===== config.mk =====
export PLATFORM = sky130hd
export DESIGN_NAME = ids_ctrl
export DESIGN_NICKNAME = d
export VERILOG_FILES = /design/src/design/assert_macros.svh /design/src/design/ids_pkg.sv /design/src/design/ids_ctrl.sv
export SDC_FILE = /design/constraint.sdc
export NUM_CORES = 1
export LEC_CHECK = 0
export BUFFER_PORTS_ARGS = -buffer_cell sky130_fd_sc_hd__clkbuf_2
export CAP_MARGIN = 20
export CELL_PAD_IN_SITES_DETAIL_PLACEMENT = 0
export CELL_PAD_IN_SITES_GLOBAL_PLACEMENT = 2
export CORE_AREA = 4 4 41 43
export CTS_CLUSTER_SIZE = 30
export DETAILED_ROUTE_END_ITERATION = 6
export DIE_AREA = 0 0 45 47
export PLACE_DENSITY_LB_ADDON = 0.1
export SYNTH_ARGS = -nofsm -noshare
export SYNTH_HDL_FRONTEND = slang
export SYNTH_SLANG_ARGS = --single-unit

===== constraint.sdc =====
create_clock -name clk -period 0.9 [get_ports clk]
set_input_delay 0.18 -clock clk [delete_from_list [all_inputs] [get_ports clk]]
set_output_delay 0.18 -clock clk [all_outputs]
set_load 0.01 [all_outputs]

===== src/design/assert_macros.svh =====
// ----------------------------------------------------------------------------
// assert_macros: shared concurrent assertion macros
// Clocked assertions with asynchronous active-low reset disable.
// ----------------------------------------------------------------------------
`ifndef ASSERT_MACROS_SVH
`define ASSERT_MACROS_SVH

// property must hold at every rising edge outside reset
`define ASSERT_AT(lbl, clk, rstn, prop, msg) \
    lbl: assert property (@(posedge clk) disable iff (!rstn) prop) else $error(msg);

// condition must never be true outside reset
`define ASSERT_NEVER(lbl, clk, rstn, cond, msg) \
    `ASSERT_AT(lbl, clk, rstn, !(cond), msg)

`endif


===== src/design/ids_pkg.sv =====
// ----------------------------------------------------------------------------
// ids_pkg
// Shared types and constants of the indexed deque store.
// ----------------------------------------------------------------------------
`timescale 1ns / 1ps
`default_nettype none

package ids_pkg;

    localparam int CAPACITY_DEF = 256;

    localparam int OP_W      = 3;
    localparam int POS_W     = 16;
    localparam int DATA_W    = 64;
    localparam int CNT_OUT_W = 17;
    localparam int STAT_W    = 2;

    typedef enum logic [OP_W-1:0] {
        OP_SET        = 3'd0,
        OP_GET        = 3'd1,
        OP_PUSH_BACK  = 3'd2,
        OP_PUSH_FRONT = 3'd3,
        OP_POP_BACK   = 3'd4,
        OP_POP_FRONT  = 3'd5
    } op_t;

    typedef enum logic [STAT_W-1:0] {
        STATUS_OK    = 2'd0,
        STATUS_EMPTY = 2'd1,
        STATUS_FULL  = 2'd2
    } status_t;

    typedef enum logic [1:0] {
        S_CLEAR,
        S_IDLE,
        S_EXEC
    } state_t;

    // controller to datapath
    typedef struct packed {
        logic clear_en;
        logic accept;
        logic exec;
    } ids_cmd_t;

    // datapath to controller
    typedef struct packed {
        logic clear_last;
        logic out_blocked;
    } ids_stat_t;

endpackage

`default_nettype wire


===== src/design/ids_ctrl.sv =====
// ----------------------------------------------------------------------------
// ids_ctrl
// Sequencer: clearing pass after reset, then accept / execute per request.
// ----------------------------------------------------------------------------
`timescale 1ns / 1ps
`default_nettype none

module ids_ctrl (
    input  wire logic              clk,
    input  wire logic              rst_n,
    input  wire logic              in_valid,
    output logic                   in_ready,
    input  wire ids_pkg::ids_stat_t stat,
    output ids_pkg::ids_cmd_t      cmd
);
    import ids_pkg::*;

    state_t state_reg;
    state_t state_next;

    always_ff @(posedge clk or negedge rst_n)
    begin
        if (!rst_n)
        begin
            state_reg <= S_CLEAR;
        end
        else
        begin
            state_reg <= state_next;
        end
    end

    always_comb
    begin
        state_next = state_reg;
        case (state_reg)
            S_CLEAR:
            begin
                if (stat.clear_last)
                begin
                    state_next = S_IDLE;
                end
            end
            S_IDLE:
            begin
                if (in_valid)
                begin
                    state_next = S_EXEC;
                end
            end
            S_EXEC:
            begin
                if (!stat.out_blocked)
                begin
                    state_next = S_IDLE;
                end
            end
            default:
            begin
                state_next = S_CLEAR;
            end
        endcase
    end

    always_comb
    begin
        in_ready     = 1'b0;
        cmd.clear_en = 1'b0;
        cmd.accept   = 1'b0;
        cmd.exec     = 1'b0;
        case (state_reg)
            S_CLEAR:
            begin
                cmd.clear_en = 1'b1;
            end
            S_IDLE:
            begin
                in_ready   = 1'b1;
                cmd.accept = in_valid;
            end
            S_EXEC:
            begin
                // hold while the previous result is still waiting
                cmd.exec = !stat.out_blocked;
            end
            default:
            begin
                in_ready = 1'b0;
            end
        endcase
    end

endmodule

`default_nettype wire


Word level (Yosys, flattened, before mapping):

Index checks and enable logic that the tools add are counted.

* output and inout bits: 4
* flip-flop bits (word level): 2
* input port bits: 5

* eq/ne operators: 5
* reduce and logical (&&, ||, !) cells: 3
* mux-type cells: 8

Operators with widths (number)
* 2-to-1 mux 2 bit: 3
* inequality test 2 bit, second input constant: 3
* case mux 2 bit (3 select lines): 1
* 2-to-1 mux 1 bit: 4
* AND reduction 3 bit: 1
* == test 2 x 1 -> 1 bit, second input constant: 1
* == test 2 bit, second input constant: 1
* zero test 2 bit: 1
* zero test 1 bit: 1

Longest topological paths before layout:

Gate-level depths: netlist (run 1).

* depth in word-level cells: 3
* gate-level depth with buffers: 2
* depth with buffers taken out: 2

Worst setup path before layout (run 1):

Ideal clock, no wire load.

* path type: flip-flop to output port
* start point: register state_reg[0]
* end point: output cmd[0] (netlist bit)
* arrival: 0.753 ns
* cell stages (with the launch flop): 2
* setup slack: -0.033 ns
* buffers on the path: 0
* required time: 0.720 ns
* cell sequence: dfrtp_1 > nor3b_1

RTL lines
* start: declaration: RTL line ids_ctrl.sv:18 `state_t state_reg;`
* start signal: assignment: RTL line ids_ctrl.sv:29 `state_reg <= state_next;`
* end: declaration: RTL line ids_ctrl.sv:14 `output ids_pkg::ids_cmd_t cmd`

==> results.md, run 1 <==
- **outcome** complete, but fails checks
- **violations in the final reports** setup timing
- **switching share of power** 33.20%
- **power density over cell area** 3457 nW/um^2
- **first-pass GRT wire length** 593 um
- **number of enable flip-flop cells after synthesis** 0
- **Sink Count** 2
- **Critical R2R Capture** state_reg[1]
- **critical path fanouts, max** 6
- **number of rows created at floorplan** 13
- **worst IR drop on VDD** 1.098 mV
- **area of the core** 1301 sq um
- **Setup Skew** 0.002829 ns
- **number of remaining DRC errors** 0
- **startpoint of the most critical hold path** in_valid
- **most instantiated flip-flop cell in the synthesis netlist** sky130_fd_sc_hd__dfrtp_1
- **RSZ-0062 raised after global routing** true
- **number of buffers on the longest clock path** 2
- **Yosys reg bits** 2
- **required time worst endpoint** 0.72 ns
- **Slew HR** 87.71%
- **detailed-route via count** 136
- **DR WL/cell** 9.195 um
- **number of warnings printed during yosys synthesis** 0
- **total routing resource utilization after global routing** 4.423%
- **fin nets** 33
- **Die Footprint** 2115 sq um
- **fraction of the yosys area taken by sequential cells** 41.67%
- **number of instances on the worst hold path** 2
- **final setup TNS** -1.092 ns
- **Crit Reg-Reg Startpoint** state_reg[0]
- **data arrival time of the critical path** 1.02 ns
- **Via-to-Cell Ratio** 3.317
- **Clk Latency, worst-skew pair** 0.22 ns
- **final-report setup violation count** 5
- **die width** 45 um
- **HPWL after detailed placement** 274.7 um
- **top cells by count, synth** sky130_fd_sc_hd__dfrtp_1 (2), sky130_fd_sc_hd__inv_1 (2), sky130_fd_sc_hd__nor2_1 (2)
- **Sequential Power Share** 25.0%
- **cell type contributing the most total cell area after synthesis** sky130_fd_sc_hd__dfrtp_1
- **root buffer selected by CTS** sky130_fd_sc_hd__clkbuf_4
- **R2R setup slack** -0.05 ns
- **Max Transition Viols Final** 0
- **Max Clock Freq** 834.1 MHz
- **area share of the largest cell type after synthesis** 41.67%
- **number of hold-slack violations in the final timing report** 0
- **share of flip-flops with an asynchronous set or reset after synthesis** 100.0%
- **flip-flop count of the largest register, all copies and words added** 2
- **H-tree lvl count** 1
- **Register-to-Register Path Depth** 2
- **layout overhead on the synthesized area** 118.8%
- **cell-internal power** 0.0006067 W
- **portion of total power attributed to combinational logic** 53.4%
- **clock-pin slew of the registers on the worst-case setup and hold paths** 0.03 ns
- **number of nets in the synthesized netlist** 17
- **overall power of the completed layout** 0.0009083 W
- **Post-Syn Area per Cell** 10.01 sq um
- **Clk network pwr share** 21.6%
- **Remaining Overflow, GRT** 0
- **transition time at the pin with the least slew margin** 0.1844 ns
- **category of the most critical setup path** reg -> out
- **fraction of final layout cells sized beyond drive strength 1** 80.77%
- **Diodes inserted** 0
- **gpl congestion** 0.6134
- **Port Buffer Count** 8
- **number of top-level design ports** 9
- **max-cap violation count** 0
- **total standard cell area after synthesis** 120.1 sq um
- **Critical Path Start Type** register
- **static power due to leakage** 0.1367 nW
- **initial core utilization** 9.231%
- **hold crit path type** in -> reg
- **final antenna-violating net count** 0
- **number of instances in the synthesized netlist** 12
- **pin count of the biggest net entering global routing** 7
- **Critical Path Sink Type** output pin
- **end point of the most critical hold path** state_reg[0]
- **initial antenna violation count** 0
- **CTS Buf Count** 3
- **final-layout fill cell count** 159
- **non-filler cells in the finished layout** 41
- **TritonCTS clock tree** done
- **detailed-route wire length** 377 um
- **portion of the clock cycle consumed by the worst path in the final layout** 133.2%
- **via count of the first global-routing pass** 154
- **switching pwr** 0.0003016 W
- **die span in y** 47 um
- **synth top area cells** sky130_fd_sc_hd__dfrtp_1 (42%), sky130_fd_sc_hd__o32ai_2 (14%), sky130_fd_sc_hd__and2_4 (7.3%)
- **Distinct cells, synth** 9
- **drt first pass iters** 1
- **Inst Count DP** 36
- **final setup margin** -0.2990 ns
- **minimum clock period after layout** 1.199 ns
- **number of violations reported at the end of detailed-routing iteration 0** 0
-- metal layers --
| layer | global-route usage [%] | part of all wire (%) | up-vias |
|---|---|---|---|
| met5 | 0 | 0 | - |
| met4 | 7.018 | 0 | 0 |
| met3 | 1.533 | 10 | 0 |
| met2 | 5.650 | 44 | 6 |
| met1 | 4.545 | 45 | 62 |
| li1 | - | - | 68 |
-- cells by family (layout without fill, tap and decap cells) --
group | Yosys count | after routing | synth area share [%]
AND/OR/NAND/NOR | 6 | 6 | 32.30
AO/OA/AOI/OAI | 2 | 2 | 19.80
flip-flops | 2 | 2 | 41.67
buffers and inverters | 2 | 16 | 6.252
-- area by class of cell --
class / instances / area, sq um / share of cell area, %
Sequential cell: 2 / 52.55 / 20.00
Timing Repair Buffer: 11 / 85.08 / 32.38
Tap cell: 15 / 18.77 / 7.143
Inverter: 2 / 7.507 / 2.857
Multi-Input combinational cell: 8 / 76.32 / 29.05
Clock buffer: 3 / 22.52 / 8.571
-- power by group through the flow --
stage	Sequential [W]	Clock (W)	Combinational, W
floorplan	0.000184	0	0.000205
global placement	0.000208	0	0.000350
detailed placement	0.000206	0	0.000347
CTS	0.000207	0.000212	0.000381
global route	0.000235	0.000226	0.000530
finish	0.000227	0.000196	0.000485
-- worst max-delay path, cell delays in order, from the launching register on --
cell and delay [ns]:
sky130_fd_sc_hd__dfrtp_2 0.45, sky130_fd_sc_hd__and3b_2 0.23, sky130_fd_sc_hd__buf_6 0.12
-- worst max-delay path by stage --
stage                       from      endpoint  slack, ns  cells past startpoint
floorplan           state_reg[0]  state_reg[1]      -0.02                      2
global placement    state_reg[1]        cmd[1]      -0.08                      2
global route        state_reg[0]        cmd[1]      -0.33                      2
CTS                 state_reg[1]        cmd[1]      -0.31                      2
finish              state_reg[0]        cmd[1]      -0.30                      2
detailed placement  state_reg[1]        cmd[1]      -0.08                      2
-- timing repair --
| action | CTS | global route |
|---|---|---|
| buffers inserted | 1 | 0 |
| endpoints found under the hold margin | 2 | 0 |
| endpoints found under the setup margin | 6 | 6 |
| hold buffers | 1 | 0 |
| resized for setup | 1 | 11 |
| pin swaps | 2 | 4 |
-- cells in the final DEF, fill, tap and decap left out --
master | synthesis | routed
sky130_fd_sc_hd__and3b_2 | 0 | 1
sky130_fd_sc_hd__nor3b_2 | 0 | 1
sky130_fd_sc_hd__dfrtp_2 | 0 | 2
sky130_fd_sc_hd__dlygate4sd3_1 | 0 | 1
sky130_fd_sc_hd__buf_2 | 0 | 2
sky130_fd_sc_hd__nand2b_4 | 0 | 1
sky130_fd_sc_hd__clkbuf_4 | 0 | 3
sky130_fd_sc_hd__o32ai_2 | 1 | 1
sky130_fd_sc_hd__inv_1 | 2 | 1
sky130_fd_sc_hd__buf_6 | 0 | 4
sky130_fd_sc_hd__and2_4 | 1 | 1
sky130_fd_sc_hd__inv_2 | 0 | 1
sky130_fd_sc_hd__a21o_1 | 1 | 1
sky130_fd_sc_hd__nor2_1 | 2 | 2
sky130_fd_sc_hd__clkbuf_2 | 0 | 4
-- metrics by stage --
stage               instance area, sq um  util (%)  setup slack [ns]  hold WS [ns]
floorplan                          126.4         -          -0.01585       -0.1156
global placement                   192.7     14.81          -0.08175      -0.03535
detailed placement                 192.7     14.81          -0.07803      -0.03163
CTS                                234.0     17.98           -0.3144        0.1594
global route                       262.8     20.19           -0.3337        0.1625
finish                             262.8     20.19           -0.2990        0.1678
No activity file was read; power rests on OpenSTA's default activity.
==> run 2, diff against run 1 <==
Settings changed: CORE_AREA 4 4 41 43 to 3 3 40 42, DIE_AREA 0 0 45 47 to 0 0 43 45.
==> run 2 against run 1 <==
- the run still ends with setup timing left
- clock skew decreased by 0.00080 ns
- maximum frequency increased by 1.3%
- combinational power increased by 8.0%
- sequential cell count unchanged
- clock power about the same
- final cell count increased by 4.9%
- sequential power decreased by 5%
- worst hold slack improved by 0.011 ns
- non-clock buffer count increased by 2
- sequential share of layout area decreased by 0.56 points
- largest power group unchanged
==> results.md, run 2 (synthesis results as in run 1) <==
- **outcome** complete, but fails checks
- **violations in the final reports** setup timing
- **final setup margin** -0.2831 ns
- **capturing element of the worst setup path** cmd[1]
- **hold crit path type** in -> reg
- **root buffer selected by CTS** sky130_fd_sc_hd__clkbuf_4
- **number of hold-slack violations in the final timing report** 0
- **number of buffers on the longest clock path** 2
- **Crit Reg-Reg Startpoint** state_reg[0]
- **required time worst endpoint** 0.72 ns
- **final antenna-violating net count** 0
- **portion of the clock cycle consumed by the worst path in the final layout** 131.5%
- **data arrival time of the critical path** 1.00 ns
- **area of the core** 1285 sq um
- **TritonCTS clock tree** done
- **Via-to-Cell Ratio** 3.465
- **RSZ-0062 raised after global routing** true
- **first-pass GRT wire length** 703 um
- **H-tree lvl count** 1
- **critical path fanouts, max** 5
- **initial core utilization** 9.348%
- **number of rows created at floorplan** 13
- **max-cap violation count** 0
- **minimum clock period after layout** 1.183 ns
- **CTS Buf Count** 3
- **pin count of the biggest net entering global routing** 7
- **final-layout fill cell count** 146
- **flip-flop count of the largest register, all copies and words added** 2
- **Register-to-Register Path Depth** 3
- **slowest CP cell** sky130_fd_sc_hd__dfrtp_2
- **number of top-level design ports** 9
- **drt first pass iters** 1
- **Sink Count** 2
- **static power due to leakage** 0.1438 nW
- **leading cell type in the layout, fill and taps excluded** sky130_fd_sc_hd__clkbuf_2
- **detailed-route via count** 149
- **R2R setup slack** -0.15 ns
- **Diodes inserted** 0
- **Critical Path Start Type** register
- **Remaining Overflow, GRT** 0
- **via count of the first global-routing pass** 174
- **power density over cell area** 3455 nW/um^2
- **initial antenna violation count** 0
- **total routing resource utilization after global routing** 5.079%
- **final setup TNS** -1.188 ns
- **number of remaining DRC errors** 0
- **fin nets** 35
- **cell area after placement** 200.2 sq um
- **fraction of final layout cells sized beyond drive strength 1** 82.14%
- **Critical Path Sink Type** output pin
- **Clk Latency, worst-skew pair** 0.22 ns
- **gpl congestion** 0.5856
- **Max Clock Freq** 845.2 MHz
- **top library cells by usage in the layout, fill and taps aside** sky130_fd_sc_hd__clkbuf_2 (5), sky130_fd_sc_hd__buf_4 (4), sky130_fd_sc_hd__clkbuf_4 (3)
- **transition time at the pin with the least slew margin** 0.1989 ns
- **non-filler cells in the finished layout** 43
- **Setup Skew** 0.002031 ns
- **Critical R2R Capture** state_reg[1]
- **detailed-route wire length** 379 um
- **Slew HR** 86.74%
- **number of violations reported at the end of detailed-routing iteration 0** 0
- **cell chain of the critical path** and3b_2, buf_6
- **die width** 43 um
- **worst IR drop on VDD** 0.8634 mV
- **die span in y** 45 um
- **DR WL/cell** 8.814 um
- **Die Footprint** 1935 sq um
- **finished layout cell area** 270.3 sq um
- **layout overhead on the synthesized area** 125.0%
- **Max Transition Viols Final** 0
- **clock-pin slew of the registers on the worst-case setup and hold paths** 0.03 ns
- **crit path launch** state_reg[0]
- **Worst path max stage delay** 0.44 ns
- **Hold Worst Slack** 0.1786 ns
- **final-report setup violation count** 6
- **category of the most critical setup path** reg -> out
- **Inst Count DP** 37
- **Port Buffer Count** 8
## run 2: changes by cell type in the layout (fill, tap and decap cells not counted)
cell / change
sky130_fd_sc_hd__clkbuf_2: +1
sky130_fd_sc_hd__buf_2: -1
sky130_fd_sc_hd__buf_4: +4
sky130_fd_sc_hd__buf_6: -2
## run 2: what timing repair did
action / CTS / global route
setup endpoints to repair: 6 / 6
hold buffers: 1 / 0
pin swaps: 1 / 1
endpoints found under the hold margin: 2 / 0
gates resized for setup: 0 / 9
setup buffers: 1 / 1
## run 2: layout make-up
type | count | area (sq um) | share of cell area (%)
tap | 15 | 18.77 | 6.944
timing repair buffer | 13 | 92.59 | 34.26
multi-input combinational | 8 | 76.32 | 28.24
inverter | 2 | 7.507 | 2.778
clock buffer | 3 | 22.52 | 8.333
sequential | 2 | 52.55 | 19.44
## run 2: critical path: cells and delay by family, from the launching register on
kind	cells	cell delay, ns
buffers and inverters	1	0.12
flip-flops	1	0.44
AND/OR/NAND/NOR	1	0.23
## run 2: power by group
| group | switching, W | leakage [nW] | internal (W) |
|---|---|---|---|
| Combinational | 0.000187 | 0.107 | 0.000337 |
| Clock | 0.0000480 | 0.0138 | 0.000147 |
| Sequential | 0.0000724 | 0.0226 | 0.000142 |
| Total | 0.000308 | 0.144 | 0.000626 |
## run 2: how the worst min path moves through the flow
stage             start            to  slack, ns  depth (start not counted)
3_3_place_gp      rst_n  state_reg[0]      -0.03                          1
6_report       in_valid  state_reg[0]       0.18                          2
2_1_floorplan     rst_n  state_reg[0]      -0.12                          0
5_1_grt        in_valid  state_reg[0]       0.18                          2
4_1_cts        in_valid  state_reg[0]       0.18                          2
3_5_place_dp      rst_n  state_reg[0]      -0.03                          1
## run 2: metrics by stage
stage                power, W  setup slack (ns)  utilization (%)
floorplan           0.0003895          -0.01585                -
global placement    0.0005968          -0.06789            15.58
detailed placement  0.0005924          -0.07408            15.58
CTS                 0.0008212           -0.3123            18.70
global route         0.001026           -0.3322            21.03
finish              0.0009338           -0.2831            21.03
## run 2: layer usage
metal	GRT usage, %	share of wire [%]
met1	5.542	41
met2	6.886	46
met3	4.781	13
met4	1.807	0
met5	0	0
==> run 3, diff against run 2 <==
Settings changed: ABC_AREA from default to 1, PLACE_DENSITY_LB_ADDON 0.1 to 0.3.
==> run 3 against run 2 <==
- the flow still finishes with violations (setup timing)
- largest cell class unchanged
- critical endpoint unchanged
- first-iteration DRC count up 2
- critical path depth up 2
- largest power group unchanged
- highest routed layer unchanged
- critical path type unchanged
- clock skew about the same
- die area unchanged
- global-route usage up 0.91 points
- sequential cell count unchanged
- area after synthesis up 1.0%
- via count up 24%
- clock-buffer cell count unchanged
==> results.md, run 3 <==
- **HPWL after detailed placement** 336 um
- **flip-flop count of the largest register, all copies and words added** 2
- **power density over cell area** 3624 nW/um^2
- **final setup margin** -0.2446 ns
- **Post-Syn Area per Cell** 7.139 sq um
- **initial antenna violation count** 0
- **total standard cell area after synthesis** 121.4 sq um
- **slowest CP cell** sky130_fd_sc_hd__dfrtp_1
- **share of flip-flops with an asynchronous set or reset after synthesis** 100.0%
- **pin count of the biggest net entering global routing** 5
- **Max Clock Freq** 873.6 MHz
- **clock-pin slew of the registers on the worst-case setup and hold paths** 0.03 ns
- **minimum clock period after layout** 1.145 ns
- **transition time at the pin with the least slew margin** 0.1512 ns
- **initial core utilization** 9.445%
- **cell area after placement** 202.7 sq um
- **TritonCTS clock tree** done
- **most instantiated flip-flop cell in the synthesis netlist** sky130_fd_sc_hd__dfrtp_1
- **Max Transition Viols Final** 0
- **area share of the largest cell type after synthesis** 41.24%
- **drt first pass iters** 4
- **area of the core** 1285 sq um
- **Critical Path Start Type** register
- **Die Footprint** 1935 sq um
- **outcome** complete, but fails checks
- **top library cells by usage in the layout, fill and taps aside** sky130_fd_sc_hd__buf_4 (5), sky130_fd_sc_hd__clkbuf_2 (4), sky130_fd_sc_hd__inv_1 (3), sky130_fd_sc_hd__clkbuf_4 (3), sky130_fd_sc_hd__buf_6 (3)
- **final-report setup violation count** 6
- **Setup Skew** 0.001924 ns
- **CTS Buf Count** 3
- **Via-to-Cell Ratio** 3.700
- **number of buffers on the longest clock path** 2
- **final antenna-violating net count** 0
- **cell type contributing the most total cell area after synthesis** sky130_fd_sc_hd__dfrtp_1
- **total routing resource utilization after global routing** 5.985%
- **detailed-route via count** 185
- **synth top area cells** sky130_fd_sc_hd__dfrtp_1 (41%), sky130_fd_sc_hd__inv_1 (12%), sky130_fd_sc_hd__nand2_1 (9.3%)
- **layout overhead on the synthesized area** 147.4%
- **number of instances in the synthesized netlist** 17
- **die width** 43 um
- **RSZ-0062 raised after global routing** true
- **number of hold-slack violations in the final timing report** 0
- **Hold Worst Slack** 0.2387 ns
- **Distinct cells, synth** 11
- **cell chain of the critical path** inv_2, nand2_4, nor2_4, buf_6
- **static power due to leakage** 0.1591 nW
- **most repeated cell in the gate-level netlist after synthesis** sky130_fd_sc_hd__inv_1
- **leading cell type in the layout, fill and taps excluded** sky130_fd_sc_hd__buf_4
- **category of the most critical setup path** reg -> out
- **via count of the first global-routing pass** 221
- **overall power of the completed layout** 0.001088 W
- **gpl congestion** 0.6759
- **required time worst endpoint** 0.72 ns
- **number of nets in the synthesized netlist** 22
- **data arrival time of the critical path** 0.96 ns
- **Remaining Overflow, GRT** 0
- **Port Buffer Count** 8
- **number of remaining DRC errors** 0
- **finished layout cell area** 300.3 sq um
- **critical path fanouts, max** 3
- **detailed-route wire length** 447 um
- **fraction of final layout cells sized beyond drive strength 1** 71.43%
- **violations in the final reports** setup timing
- **number of warnings printed during yosys synthesis** 0
- **Diodes inserted** 0
- **Yosys reg bits** 2
- **Slew HR** 89.92%
- **H-tree lvl count** 1
- **category of cells accounting for the largest share of critical-path delay** flip-flops
- **Clk Latency, worst-skew pair** 0.22 ns
- **hold crit path type** in -> reg
- **number of violations reported at the end of detailed-routing iteration 0** 2
- **Worst path max stage delay** 0.37 ns
- **die span in y** 45 um
- **number of enable flip-flop cells after synthesis** 0
- **root buffer selected by CTS** sky130_fd_sc_hd__clkbuf_4
- **crit path buf inv count** 2
- **top cells by count, synth** sky130_fd_sc_hd__inv_1 (4), sky130_fd_sc_hd__nand2_1 (3), sky130_fd_sc_hd__dfrtp_1 (2)
- **worst IR drop on VDD** 0.7631 mV
- **final-layout fill cell count** 150
- **number of top-level design ports** 9
- **Critical Path Sink Type** output pin
- **fin nets** 42
- **number of rows created at floorplan** 13
- **DR WL/cell** 8.940 um
- **max-cap violation count** 0
- **portion of the clock cycle consumed by the worst path in the final layout** 127.2%
- **first-pass GRT wire length** 772 um
- **fraction of the yosys area taken by sequential cells** 41.24%
- **Sink Count** 2
## run 3: power breakdown
group | leakage, nW | switching [W] | internal (W) | total (W)
Clock | 0.0138 | 0.0000514 | 0.000147 | 0.000199
Sequential | 0.0238 | 0.0000647 | 0.000139 | 0.000204
Combinational | 0.121 | 0.000297 | 0.000388 | 0.000685
## run 3: kinds of logic after synthesis
logic type	after synthesis	synth area share, %
flops	2	41.24
simple gates	9	39.17
buf+inv	5	15.46
compound gates	1	4.120
## run 3: worst paths after layout
| check | slack (ns) | endpoint | from | cells after the start |
|---|---|---|---|---|
| min in group asynchronous | 0.27 | state_reg[0] | rst_n | 2 |
| hold / removal | 0.24 | state_reg[1] | stat[0] | 3 |
| max in group asynchronous | 0.52 | state_reg[0] | rst_n | 2 |
| setup / recovery | -0.24 | cmd[1] | state_reg[1] | 4 |
| hold reg to reg | 0.67 | state_reg[1] | state_reg[1] | 4 |
| setup reg to reg | -0.16 | state_reg[0] | state_reg[0] | 6 |
## run 3: worst min-delay path, cell delays in order
cell and delay, ns:
sky130_fd_sc_hd__clkbuf_2 0.10, sky130_fd_sc_hd__nand3_2 0.08, sky130_fd_sc_hd__o21ai_1 0.06
## run 3: cell type report
class                           instances  area (sq um)  area share, %
Sequential cell                         2         51.30          17.08
Timing Repair Buffer                   15         111.4          37.08
Inverter                                5         18.77          6.250
Tap cell                               15         18.77          6.250
Multi-Input combinational cell         10         77.57          25.83
Clock buffer                            3         22.52          7.500
## run 3: per-layer routing
| layer | track usage [%] | vias to the layer above | part of all wire (%) |
|---|---|---|---|
| met5 | 0 | - | 0 |
| met4 | 9.036 | 0 | 0 |
| met3 | 1.992 | 0 | 7.8 |
| met2 | 8.982 | 7 | 53 |
| met1 | 5.276 | 87 | 39 |
| li1 | - | 91 | - |
## run 3: per-stage QoR
step                      util [%]  worst slack [ns]  cells  setup TNS [ns]
final                        23.37           -0.2446     50          -1.131
after global routing         23.37           -0.3208     50          -1.518
after CTS                    20.84           -0.2587     49          -1.167
after detailed placement     15.77          -0.05007     43         -0.1177
after global placement       15.77          -0.04797     43         -0.1235
after floorplan                  -          -0.01304     17        -0.01304
## run 3: what timing repair did
action / in CTS / in global routing
pin swaps: 2 / 2
buffers inserted: 2 / 1
hold buffers: 1 / 0
endpoints found under the hold margin: 2 / 0
gates resized for setup: 6 / 9
setup endpoints to repair: 5 / 6
